## config.mk

```make
export PLATFORM = sky130hd
export DESIGN_NAME = gps_frame_parser_flat
export DESIGN_NICKNAME = d
export VERILOG_FILES = /design/src/rtl/gfp_pkg.sv /design/src/rtl/gfp_rx_if.sv /design/src/rtl/gfp_res_if.sv /design/src/rtl/gfp_front.sv /design/src/rtl/gfp_queue.sv /design/src/rtl/gfp_back.sv /design/src/rtl/gps_frame_parser.sv /design/src/flat_wrapper.sv
export SDC_FILE = /design/constraint.sdc
export NUM_CORES = 2
export LEC_CHECK = 0
export ABC_AREA = 1
export BUFFER_PORTS_ARGS = -buffer_cell sky130_fd_sc_hd__buf_2
export CORE_MARGIN = 2
export CORE_UTILIZATION = 60
export CTS_CLUSTER_SIZE = 16
export DETAILED_ROUTE_END_ITERATION = 8
export HOLD_SLACK_MARGIN = 0.06
export PLACE_DENSITY = 0.83
export REMOVE_ABC_BUFFERS = 1
export SLEW_MARGIN = 25
export SYNTH_ARGS = -nofsm -noshare
export SYNTH_HDL_FRONTEND = slang
export SYNTH_SLANG_ARGS = --single-unit
```

## constraint.sdc

```tcl
create_clock -name clk -period 29.5 [get_ports clk]
set_input_delay 4.425 -clock clk [delete_from_list [all_inputs] [get_ports clk]]
set_output_delay 4.425 -clock clk [all_outputs]
set_load 0.01 [all_outputs]
```

## src/rtl/gfp_pkg.sv

```systemverilog
// gfp_pkg: shared constants, codes and the frame record type of the gps frame parser
`default_nettype none

package gfp_pkg;

	// header, trailer and marker bytes
	localparam logic [7:0] HDR_A    = 8'h04;
	localparam logic [7:0] HDR_B    = 8'h24;
	localparam logic [7:0] TRL_A    = 8'h0D;
	localparam logic [7:0] TRL_B    = 8'h0A;
	localparam logic [7:0] NEG_MARK = 8'h02;
	localparam logic [7:0] FIX_MARK = 8'h01;

	// byte positions within the frame
	localparam logic [5:0] POS_HUNT     = 6'd0;
	localparam logic [5:0] POS_HDR1     = 6'd1;
	localparam logic [5:0] POS_FIRST    = 6'd2;
	localparam logic [5:0] POS_TIME     = 6'd5;
	localparam logic [5:0] POS_LAT      = 6'd9;
	localparam logic [5:0] POS_NS       = 6'd10;
	localparam logic [5:0] POS_LON      = 6'd14;
	localparam logic [5:0] POS_EW       = 6'd15;
	localparam logic [5:0] POS_FIX      = 6'd16;
	localparam logic [5:0] POS_HEAD     = 6'd20;
	localparam logic [5:0] POS_KNOTS    = 6'd24;
	localparam logic [5:0] POS_KMH      = 6'd29;
	localparam logic [5:0] POS_LAST_XOR = 6'd30;
	localparam logic [5:0] POS_CKSUM    = 6'd31;
	localparam logic [5:0] POS_TRL_A    = 6'd32;
	localparam logic [5:0] POS_LAST     = 6'd33;

	// frame status codes
	typedef enum logic [1:0] {
		ST_OK          = 2'd0,
		ST_BAD_CKSUM   = 2'd1,
		ST_BAD_TRAILER = 2'd2
	} status_t;

	// constant divisors of the time split
	localparam logic [16:0] DIV_MS = 17'd100000;
	localparam logic [6:0]  DIV_HM = 7'd100;

	// reciprocals, exact over the full 32-bit time range:
	// t / 100000 = ((t >> 5) * MUL_MS) >> 39, q / 100 = ((q >> 2) * MUL_HR) >> 19
	localparam logic [27:0] MUL_MS = 28'd175921861;
	localparam logic [14:0] MUL_HR = 15'd20972;

	// one finished frame as handed from front to back
	typedef struct packed {
		status_t     status;
		logic [31:0] time_val;
		logic [31:0] lat_mag;
		logic        lat_neg;
		logic [31:0] lon_mag;
		logic        lon_neg;
		logic [31:0] heading;
		logic [31:0] knots;
		logic [31:0] kmh;
		logic        fix;
	} frame_t;

endpackage

`default_nettype wire

```

## src/rtl/gfp_rx_if.sv

```systemverilog
// gfp_rx_if: byte input channel of the gps frame parser
`default_nettype none

interface gfp_rx_if;
	logic       valid;
	logic       ready;
	logic [7:0] rx_byte;

	modport source (output valid, output rx_byte, input ready);
	modport sink (input valid, input rx_byte, output ready);
endinterface

`default_nettype wire

```

## src/rtl/gfp_res_if.sv

```systemverilog
// gfp_res_if: result channel of the gps frame parser
`default_nettype none

interface gfp_res_if;
	logic               valid;
	logic               ready;
	logic [1:0]         frame_status;
	logic [8:0]         hours;
	logic [6:0]         minutes;
	logic [16:0]        milliseconds;
	logic signed [32:0] latitude;
	logic signed [32:0] longitude;
	logic [31:0]        heading;
	logic [31:0]        speed_knots;
	logic [31:0]        speed_kmh;
	logic               fix_valid;

	modport source (output valid, output frame_status, output hours, output minutes,
		output milliseconds, output latitude, output longitude, output heading,
		output speed_knots, output speed_kmh, output fix_valid, input ready);
	modport sink (input valid, input frame_status, input hours, input minutes,
		input milliseconds, input latitude, input longitude, input heading,
		input speed_knots, input speed_kmh, input fix_valid, output ready);
endinterface

`default_nettype wire

```

## src/rtl/gfp_front.sv

```systemverilog
// gfp_front: header hunt, byte position tracking, checksum and field capture
`default_nettype none

module gfp_front (
	input  wire logic          clk,
	input  wire logic          arst_n,
	gfp_rx_if.sink             rx,
	input  wire logic          full,
	output logic               push,
	output gfp_pkg::frame_t    entry
);

	logic [5:0]  pos_q;
	logic [7:0]  xor_q;
	logic        south_q, west_q, fix_q, cks_q;
	logic [31:0] shift_q;
	logic [31:0] time_q, lat_q, lon_q, heading_q, knots_q, kmh_q;
	logic [31:0] shift_nx;
	logic [7:0]  b;
	logic        acc;

	// stall only when the last byte would find the queue full
	assign rx.ready = !((pos_q == gfp_pkg::POS_LAST) && full);
	assign acc      = rx.valid && rx.ready;
	assign b        = rx.rx_byte;
	assign shift_nx = {shift_q[23:0], b};
	assign push     = acc && (pos_q == gfp_pkg::POS_LAST);

	// position, checksum and flag tracking
	always_ff @(posedge clk or negedge arst_n) begin
		if (!arst_n) begin
			pos_q   <= gfp_pkg::POS_HUNT;
			xor_q   <= '0;
			south_q <= 1'b0;
			west_q  <= 1'b0;
			fix_q   <= 1'b0;
			cks_q   <= 1'b0;
		end else if (acc) begin
			priority if (pos_q == gfp_pkg::POS_HUNT) begin
				pos_q <= (b == gfp_pkg::HDR_A) ? gfp_pkg::POS_HDR1 : gfp_pkg::POS_HUNT;
			end else if (pos_q == gfp_pkg::POS_HDR1) begin
				if (b == gfp_pkg::HDR_B) begin
					pos_q   <= gfp_pkg::POS_FIRST;
					xor_q   <= '0;
					south_q <= 1'b0;
					west_q  <= 1'b0;
					fix_q   <= 1'b0;
					cks_q   <= 1'b0;
				end else begin
					pos_q <= (b == gfp_pkg::HDR_A) ? gfp_pkg::POS_HDR1 : gfp_pkg::POS_HUNT;
				end
			end else begin
				if (pos_q <= gfp_pkg::POS_LAST_XOR)
					xor_q <= xor_q ^ b;
				if (pos_q == gfp_pkg::POS_NS && b == gfp_pkg::NEG_MARK)
					south_q <= 1'b1;
				if (pos_q == gfp_pkg::POS_EW && b == gfp_pkg::NEG_MARK)
					west_q <= 1'b1;
				if (pos_q == gfp_pkg::POS_FIX && b == gfp_pkg::FIX_MARK)
					fix_q <= 1'b1;
				if (pos_q == gfp_pkg::POS_CKSUM && b != xor_q)
					cks_q <= 1'b1;
				// after the first trailer byte the xor holds the trailer fault
				if (pos_q == gfp_pkg::POS_TRL_A)
					xor_q <= {7'd0, b != gfp_pkg::TRL_A};
				pos_q <= (pos_q == gfp_pkg::POS_LAST) ? gfp_pkg::POS_HUNT : 6'(pos_q + 6'd1);
			end
		end
	end

	// big-endian field assembly
	always_ff @(posedge clk) begin
		if (acc && pos_q >= gfp_pkg::POS_FIRST) begin
			shift_q <= shift_nx;
			if (pos_q == gfp_pkg::POS_TIME)  time_q    <= shift_nx;
			if (pos_q == gfp_pkg::POS_LAT)   lat_q     <= shift_nx;
			if (pos_q == gfp_pkg::POS_LON)   lon_q     <= shift_nx;
			if (pos_q == gfp_pkg::POS_HEAD)  heading_q <= shift_nx;
			if (pos_q == gfp_pkg::POS_KNOTS) knots_q   <= shift_nx;
			if (pos_q == gfp_pkg::POS_KMH)   kmh_q     <= shift_nx;
		end
	end

	// frame record, valid on the last byte
	always_comb begin
		entry.status = gfp_pkg::ST_OK;
		if (cks_q)
			entry.status = gfp_pkg::ST_BAD_CKSUM;
		else if (xor_q != 8'd0 || b != gfp_pkg::TRL_B)
			entry.status = gfp_pkg::ST_BAD_TRAILER;
		entry.time_val = time_q;
		entry.lat_mag  = lat_q;
		entry.lat_neg  = south_q;
		entry.lon_mag  = lon_q;
		entry.lon_neg  = west_q;
		entry.heading  = heading_q;
		entry.knots    = knots_q;
		entry.kmh      = kmh_q;
		entry.fix      = fix_q;
	end

	// checks
	a_pos_range: assert property (@(posedge clk) disable iff (!arst_n)
		pos_q <= gfp_pkg::POS_LAST) else $error("byte position out of range");
	a_push_hunt: assert property (@(posedge clk) disable iff (!arst_n)
		push |=> pos_q == gfp_pkg::POS_HUNT) else $error("no hunt after last byte");
	a_stall_full: assert property (@(posedge clk) disable iff (!arst_n)
		!rx.ready |-> full) else $error("stall without full queue");

endmodule

`default_nettype wire

```

## src/rtl/gfp_queue.sv

```systemverilog
// gfp_queue: two-entry frame record queue between front and back
`default_nettype none

module gfp_queue (
	input  wire logic            clk,
	input  wire logic            arst_n,
	input  wire logic            push,
	input  wire gfp_pkg::frame_t wr_data,
	input  wire logic            pop,
	output logic                 full,
	output logic                 empty,
	output gfp_pkg::frame_t      head
);

	gfp_pkg::frame_t ent_q [2];
	logic            wr_q, rd_q;
	logic [1:0]      cnt_q;

	assign full  = (cnt_q == 2'd2);
	assign empty = (cnt_q == 2'd0);
	assign head  = ent_q[rd_q];

	// pointers and fill count
	always_ff @(posedge clk or negedge arst_n) begin
		if (!arst_n) begin
			wr_q  <= 1'b0;
			rd_q  <= 1'b0;
			cnt_q <= 2'd0;
		end else begin
			if (push) wr_q <= !wr_q;
			if (pop)  rd_q <= !rd_q;
			unique case ({push, pop})
				2'b10:   cnt_q <= 2'(cnt_q + 2'd1);
				2'b01:   cnt_q <= 2'(cnt_q - 2'd1);
				default: cnt_q <= cnt_q;
			endcase
		end
	end

	// entry storage
	always_ff @(posedge clk) begin
		if (push) ent_q[wr_q] <= wr_data;
	end

	// checks
	a_no_overflow: assert property (@(posedge clk) disable iff (!arst_n)
		push |-> !full) else $error("push into full queue");
	a_no_underflow: assert property (@(posedge clk) disable iff (!arst_n)
		pop |-> !empty) else $error("pop from empty queue");
	a_cnt_range: assert property (@(posedge clk) disable iff (!arst_n)
		cnt_q <= 2'd2) else $error("queue count out of range");

endmodule

`default_nettype wire

```

## src/rtl/gfp_back.sv

```systemverilog
// gfp_back: time split by reciprocal multiplication, sign apply, result register
`default_nettype none

module gfp_back (
	input  wire logic            clk,
	input  wire logic            arst_n,
	input  wire logic            empty,
	input  wire gfp_pkg::frame_t head,
	output logic                 pop,
	gfp_res_if.source            res
);

	typedef enum logic [2:0] {B_IDLE, B_MUL, B_QUOT, B_SPLIT, B_DONE} bstate_t;

	bstate_t                    state_q;
	gfp_pkg::frame_t            ent_q;
	logic [54:0]                prod_q;
	logic [15:0]                quot_q;
	logic [31:0]                qprod_q;
	logic [27:0]                hprod_q;
	logic [16:0]                ms_part_q;
	logic [8:0]                 hr_part_q;
	logic                       out_valid_q;
	logic [1:0]                 status_q;
	logic [8:0]                 hours_q;
	logic [6:0]                 minutes_q;
	logic [16:0]                ms_q;
	logic signed [32:0]         lat_q, lon_q;
	logic [31:0]                heading_q, knots_q, kmh_q;
	logic                       fix_q;
	logic [15:0]                quot_nx;
	logic [15:0]                min_nx;
	logic                       load_out;

	assign pop      = (state_q == B_IDLE) && !empty;
	assign load_out = (state_q == B_DONE) && (!out_valid_q || res.ready);

	// time / 100000 from the reciprocal product, minutes from the hour split
	assign quot_nx = prod_q[54:39];
	assign min_nx  = quot_q - 16'(hr_part_q) * 16'(gfp_pkg::DIV_HM);

	// sequencer and result register
	always_ff @(posedge clk or negedge arst_n) begin
		if (!arst_n) begin
			state_q     <= B_IDLE;
			out_valid_q <= 1'b0;
		end else begin
			unique case (state_q)
				B_IDLE: begin
					if (!empty) begin
						ent_q   <= head;
						state_q <= B_MUL;
					end
				end
				B_MUL: begin
					prod_q  <= 55'(ent_q.time_val[31:5]) * 55'(gfp_pkg::MUL_MS);
					state_q <= B_QUOT;
				end
				B_QUOT: begin
					// quotient times 100000 stays below 2^32
					quot_q  <= quot_nx;
					qprod_q <= 32'(quot_nx) * 32'(gfp_pkg::DIV_MS);
					hprod_q <= 28'(quot_nx[15:2]) * 28'(gfp_pkg::MUL_HR);
					state_q <= B_SPLIT;
				end
				B_SPLIT: begin
					ms_part_q <= 17'(ent_q.time_val - qprod_q);
					hr_part_q <= hprod_q[27:19];
					state_q   <= B_DONE;
				end
				B_DONE: begin
					if (load_out)
						state_q <= B_IDLE;
				end
				default: state_q <= B_IDLE;
			endcase

			if (load_out) begin
				out_valid_q <= 1'b1;
				status_q    <= ent_q.status;
				hours_q     <= hr_part_q;
				minutes_q   <= min_nx[6:0];
				ms_q        <= ms_part_q;
				lat_q       <= ent_q.lat_neg ? -$signed({1'b0, ent_q.lat_mag})
					: $signed({1'b0, ent_q.lat_mag});
				lon_q       <= ent_q.lon_neg ? -$signed({1'b0, ent_q.lon_mag})
					: $signed({1'b0, ent_q.lon_mag});
				heading_q   <= ent_q.heading;
				knots_q     <= ent_q.knots;
				kmh_q       <= ent_q.kmh;
				fix_q       <= ent_q.fix;
			end else if (res.ready) begin
				out_valid_q <= 1'b0;
			end
		end
	end

	assign res.valid        = out_valid_q;
	assign res.frame_status = status_q;
	assign res.hours        = hours_q;
	assign res.minutes      = minutes_q;
	assign res.milliseconds = ms_q;
	assign res.latitude     = lat_q;
	assign res.longitude    = lon_q;
	assign res.heading      = heading_q;
	assign res.speed_knots  = knots_q;
	assign res.speed_kmh    = kmh_q;
	assign res.fix_valid    = fix_q;

	// checks
	a_pop_start: assert property (@(posedge clk) disable iff (!arst_n)
		pop |=> state_q == B_MUL) else $error("time split did not start after pop");
	a_rem_sign: assert property (@(posedge clk) disable iff (!arst_n)
		state_q == B_SPLIT |-> qprod_q <= ent_q.time_val) else $error("quotient too large");
	a_hold: assert property (@(posedge clk) disable iff (!arst_n)
		out_valid_q && !res.ready |=> out_valid_q) else $error("result item dropped");
	a_out_range: assert property (@(posedge clk) disable iff (!arst_n)
		out_valid_q |-> (ms_q < gfp_pkg::DIV_MS && minutes_q < gfp_pkg::DIV_HM))
		else $error("time split out of range");

endmodule

`default_nettype wire

```

## src/rtl/gps_frame_parser.sv

```systemverilog
// gps_frame_parser: top level of the byte-serial 34-byte gps frame parser
// Channels: rx carries one byte per item (rx_byte); res carries one result
// item per complete frame (status, hours, minutes, milliseconds, signed
// latitude and longitude, heading, both speeds, fix flag).
// Throughput: one byte per cycle; rx.ready stays high except on the last
// byte of a frame while the two-entry frame queue is full.
// Path: after the last frame byte is accepted, the back end takes the record
// from the queue, then registers the reciprocal multiply of the time value,
// then the quotient, its product and the hour multiply, then the millisecond
// and hour split, and last the result register. The back end handles one frame
// at a time and is through with it long before the 34 bytes of the next frame
// are in, so the byte stream waits only when the result receiver stalls.
// Reset: arst_n clears the byte position (header hunt), the queue and the
// result valid flag; no clearing pass is needed.
// Receiver stall: the result register holds its item; the back end waits,
// the queue fills, and only then is the last byte of a later frame held off.
`default_nettype none

module gps_frame_parser (
	input  wire logic clk,
	input  wire logic arst_n,
	gfp_rx_if.sink    rx,
	gfp_res_if.source res
);

	gfp_pkg::frame_t wr_data;
	gfp_pkg::frame_t head;
	logic            push, pop, full, empty;

	// byte parser
	gfp_front u_front (
		.clk    (clk),
		.arst_n (arst_n),
		.rx     (rx),
		.full   (full),
		.push   (push),
		.entry  (wr_data)
	);

	// frame queue
	gfp_queue u_queue (
		.clk     (clk),
		.arst_n  (arst_n),
		.push    (push),
		.wr_data (wr_data),
		.pop     (pop),
		.full    (full),
		.empty   (empty),
		.head    (head)
	);

	// time split and result
	gfp_back u_back (
		.clk    (clk),
		.arst_n (arst_n),
		.empty  (empty),
		.head   (head),
		.pop    (pop),
		.res    (res)
	);

endmodule

`default_nettype wire

```

## src/flat_wrapper.sv

```systemverilog
// flat-port wrapper written by rule: the top's interface ports become plain ports
module gps_frame_parser_flat 
  (clk, arst_n, rx_valid, rx_rx_byte, rx_ready, res_valid, res_frame_status, res_hours, res_minutes, res_milliseconds, res_latitude, res_longitude, res_heading, res_speed_knots, res_speed_kmh, res_fix_valid, res_ready);
  gfp_rx_if rx_i ();
  gfp_res_if res_i ();
  input  wire logic clk;
  input  wire logic arst_n;
  input wire logic [$bits(rx_i.valid)-1:0] rx_valid;
  input wire logic [$bits(rx_i.rx_byte)-1:0] rx_rx_byte;
  output wire logic [$bits(rx_i.ready)-1:0] rx_ready;
  output wire logic [$bits(res_i.valid)-1:0] res_valid;
  output wire logic [$bits(res_i.frame_status)-1:0] res_frame_status;
  output wire logic [$bits(res_i.hours)-1:0] res_hours;
  output wire logic [$bits(res_i.minutes)-1:0] res_minutes;
  output wire logic [$bits(res_i.milliseconds)-1:0] res_milliseconds;
  output wire logic [$bits(res_i.latitude)-1:0] res_latitude;
  output wire logic [$bits(res_i.longitude)-1:0] res_longitude;
  output wire logic [$bits(res_i.heading)-1:0] res_heading;
  output wire logic [$bits(res_i.speed_knots)-1:0] res_speed_knots;
  output wire logic [$bits(res_i.speed_kmh)-1:0] res_speed_kmh;
  output wire logic [$bits(res_i.fix_valid)-1:0] res_fix_valid;
  input wire logic [$bits(res_i.ready)-1:0] res_ready;
  assign rx_i.valid = rx_valid;
  assign rx_i.rx_byte = rx_rx_byte;
  assign rx_ready = rx_i.ready;
  assign res_valid = res_i.valid;
  assign res_frame_status = res_i.frame_status;
  assign res_hours = res_i.hours;
  assign res_minutes = res_i.minutes;
  assign res_milliseconds = res_i.milliseconds;
  assign res_latitude = res_i.latitude;
  assign res_longitude = res_i.longitude;
  assign res_heading = res_i.heading;
  assign res_speed_knots = res_i.speed_knots;
  assign res_speed_kmh = res_i.speed_kmh;
  assign res_fix_valid = res_i.fix_valid;
  assign res_i.ready = res_ready;
  gps_frame_parser u_core (.clk(clk), .arst_n(arst_n), .rx(rx_i), .res(res_i));
endmodule
```

==> summary.md <==
| Metric | Value |
|---|---|
| Grt total ovfl | `0` |
| Post-Synthesis Cells | `4546` |
| Worst r2r src | `u_core.u_back.ent_q[174]` |
| DR vias | `33690` |
| TritonCTS Buffers | `100` |
| Die Width | `311 um` |
| Finished Cell Area | `0.0626 sq mm` |
| Synth area leaders | `edfxtp_1, fa_1, ha_1` |
| Worst Setup End Kind | `flop` |
| Fraction of layout instances using a drive strength above 1 | `8.57%` |
| Total Neg Setup Slack | `0 ps` |
| DRC viols | `0` |
| Period minus WS final | `6890 ps` |
| Final Cycle Share | `23.4%` |
| Post-Route WL | `130000 um` |
| Cell Rows | `112` |
| Final Max Slew Viols | `0` |
| Clk root buf | `clkbuf_16` |
| FMAX | `0.145 GHz` |
| Post-CTS setup buffers | `0` |
| Total GRT Usage | `27.2%` |
| Hold_buf cts | `0` |
| Top_reg_cell synth | `edfxtp_1` |
| R2r endpoint | `u_core.u_back.prod_q[43]` |
| First-pass GRT wire length | `198000 um` |
| Latest clock arrival within the worst-skew pair | `680 ps` |
| Initial DRC Count | `3198` |
| CTS resizes | `0` |
| Most common cell after layout, fill and taps aside | `edfxtp_1` |
| Starting Density | `60.5%` |
| Asr flop ratio synth | `2.37%` |
| CP peak stage delay | `670 ps` |
| TritonCTS clock tree | `done` |
| # fillers | `6502` |
| Worst Max-Slew Pin Slew | `1150 ps` |
| Vias in the first global route | `34684` |
| Die area | `0.0966 sq mm` |
| R2R depth | `21` |
| Clock-pin slew on the worst setup and hold paths | `60 ps` |
| Max_slew headroom | `23.2%` |
| Via density per instance | `5.46` |
| Hpwl dp | `93000 um` |
| EDFF count, synth | `1073` |
| Final setup vio count | `0` |
| CTS Sinks | `1099` |
| Layout area overhead | `10.8%` |
| Arr. time, crit path | `7240 ps` |
| Hold path depth | `0` |
| Port Buffers | `211` |
| Worst-path maximum fanout | `59` |
| Largest net degree at the start of global routing | `158` |
| Flop-to-flop setup slack | `23010 ps` |
| Worst Hold Class | `flop to flop` |
| Min-Delay Startpoint | `u_core.u_back.ent_q[64]` |
| Sequential share of the synthesized area | `58.2%` |
| CORE AREA | `0.0933 sq mm` |
| Routability cong. | `0.968` |
| Crit path cell chain | `buf_2, inv_1, nor3_2, buf_4, buf_4, buf_16` |
| Netlist cell types | `43` |
| CP max-delay cell | `buf_4` |
| WP data required | `29850 ps` |
| TritonRoute pass-1 iters | `6` |
| Setup Skew | `35.4 ps` |
| Antenna cells | `0` |
| RSZ-0062 raised after global routing | `false` |
| DR WL/cell | `21.0 um` |
| Commonest non-fill, non-tap cells in the layout | `edfxtp_1, nand2_1, inv_1, ha_1, fa_1` |
| Fin. Hold Viols | `0` |
| H-tree lvl count | `3` |
| Die Ht | `311 um` |
| Clk buf depth | `3` |
| Yosys top cell area share | `57.0%` |
| Area leader, netlist | `edfxtp_1` |
| Max cap viols | `0` |
| Fin nets | `5609` |
| CP Launch Type | `input pin` |
| IO Count | `212` |
| Placed inst area | `0.0592 sq mm` |
| Final ANT Viol Nets | `0` |
| Most frequent CP cell | `buf_4` |
| Hold Crit Endpoint | `u_core.u_back.res.speed_knots[31]` |
| Yosys reg bits | `1099` |
| Post-Syn Area | `0.0565 sq mm` |
| Syn avg cell area | `12.4 sq um` |
| Initial antenna violation count | `2` |
| CP Class | `input pin to flop` |
| Outcome | `finished, final reports clean` |
| Yosys Warn Count | `0` |
-- layer usage --
| metal | global-route usage (%) | vias to the layer above | wire, um |
|---|---|---|---|
| met4 | 9.40 | 2 | 4660 |
| li1 | - | 15477 | - |
| met2 | 45.4 | 1359 | 63400 |
| met1 | 36.4 | 16596 | 51500 |
| met3 | 4.57 | 256 | 9930 |
| met5 | 0 | - | 13 |
-- through the flow --
step	setup WS, ps	std cells	hold slack [ps]	util (%)
3_3_place_gp	21870	5980	401	63.4
5_1_grt	22400	6168	392	67.1
6_report	22610	6168	410	67.1
2_1_floorplan	10690	4496	400	-
4_1_cts	22450	6167	391	67.1
3_5_place_dp	21780	5981	405	63.4
-- state kept, by name, indices dropped and copies added, names as in the netlist, 9 cells and up --
name	flops
u_core.u_front.shift_q	24
u_core.u_back.ms_part_q	17
u_core.u_back.ent_q	197
u_core.u_front.lon_q	32
u_core.u_queue.ent_q	394
u_core.u_back.res.longitude	33
u_core.u_back.res.milliseconds	17
u_core.u_back.qprod_q	10
u_core.u_back.hprod_q	9
u_core.u_back.res.speed_knots	32
u_core.u_back.res.heading	32
u_core.u_front.heading_q	32
u_core.u_front.time_q	32
u_core.u_front.kmh_q	32
u_core.u_back.res.hours	9
u_core.u_back.hr_part_q	9
u_core.u_front.lat_q	32
u_core.u_back.res.speed_kmh	32
u_core.u_front.knots_q	32
u_core.u_back.prod_q	16
u_core.u_back.res.latitude	33
-- worst max-delay path: cells and delay by family --
kind | cells | cell delay (ps)
buf+inv | 5 | 2370
simple gates | 1 | 290
-- how the worst max path moves through the flow --
stage	from	end	slack (ps)	cells after the start
2_1_floorplan	arst_n	u_core.u_back.res.fix_valid	10690	2
3_3_place_gp	arst_n	u_core.u_back.res.heading[10]	21870	5
3_5_place_dp	arst_n	u_core.u_back.res.speed_knots[14]	21780	5
4_1_cts	arst_n	u_core.u_back.res.speed_knots[6]	22450	5
5_1_grt	arst_n	u_core.u_back.res.longitude[26]	22400	6
6_report	arst_n	u_core.u_back.res.speed_kmh[26]	22610	6
-- Yosys cell counts (all sizes together) (3+ instances only) --
library cell and number:
a21boi 3, a21o 4, a21oi 104, a31oi 5, clkbuf 49, dfrtp 26
edfxtp 1073, fa 346, ha 421, inv 840, nand2 1045, nand3 83
nand3b 9, nand4 39, nor2 210, nor3 42, nor4 12, o211ai 5
o21ai 76, o21bai 15, o31ai 6, or2 9, xnor2 40, xor2 73
-- layout make-up --
cell class / instances / area [sq um] / area share, %
Clock inverter: 61 / 744 / 1.19
Sequential cell: 1099 / 32900 / 52.5
Clock buffer: 125 / 2630 / 4.20
Timing Repair Buffer: 232 / 1290 / 2.06
Inverter: 840 / 3160 / 5.04
Multi-Input combinational cell: 2557 / 20300 / 32.5
Tap cell: 1254 / 1570 / 2.51
-- cells by family after synthesis --
family	Yosys count	share of synthesized area, %
flip-flops	1099	58.2
adder cells (fa/ha/maj)	767	21.6
buffers and inverters	890	5.93
AND/OR/NAND/NOR	1453	10.4
AO/OA/AOI/OAI	224	2.17
XOR/XNOR	113	1.75
Power is not shown: default switching activity piles up to over one toggle a cycle in this logic, so the estimate is an artifact.
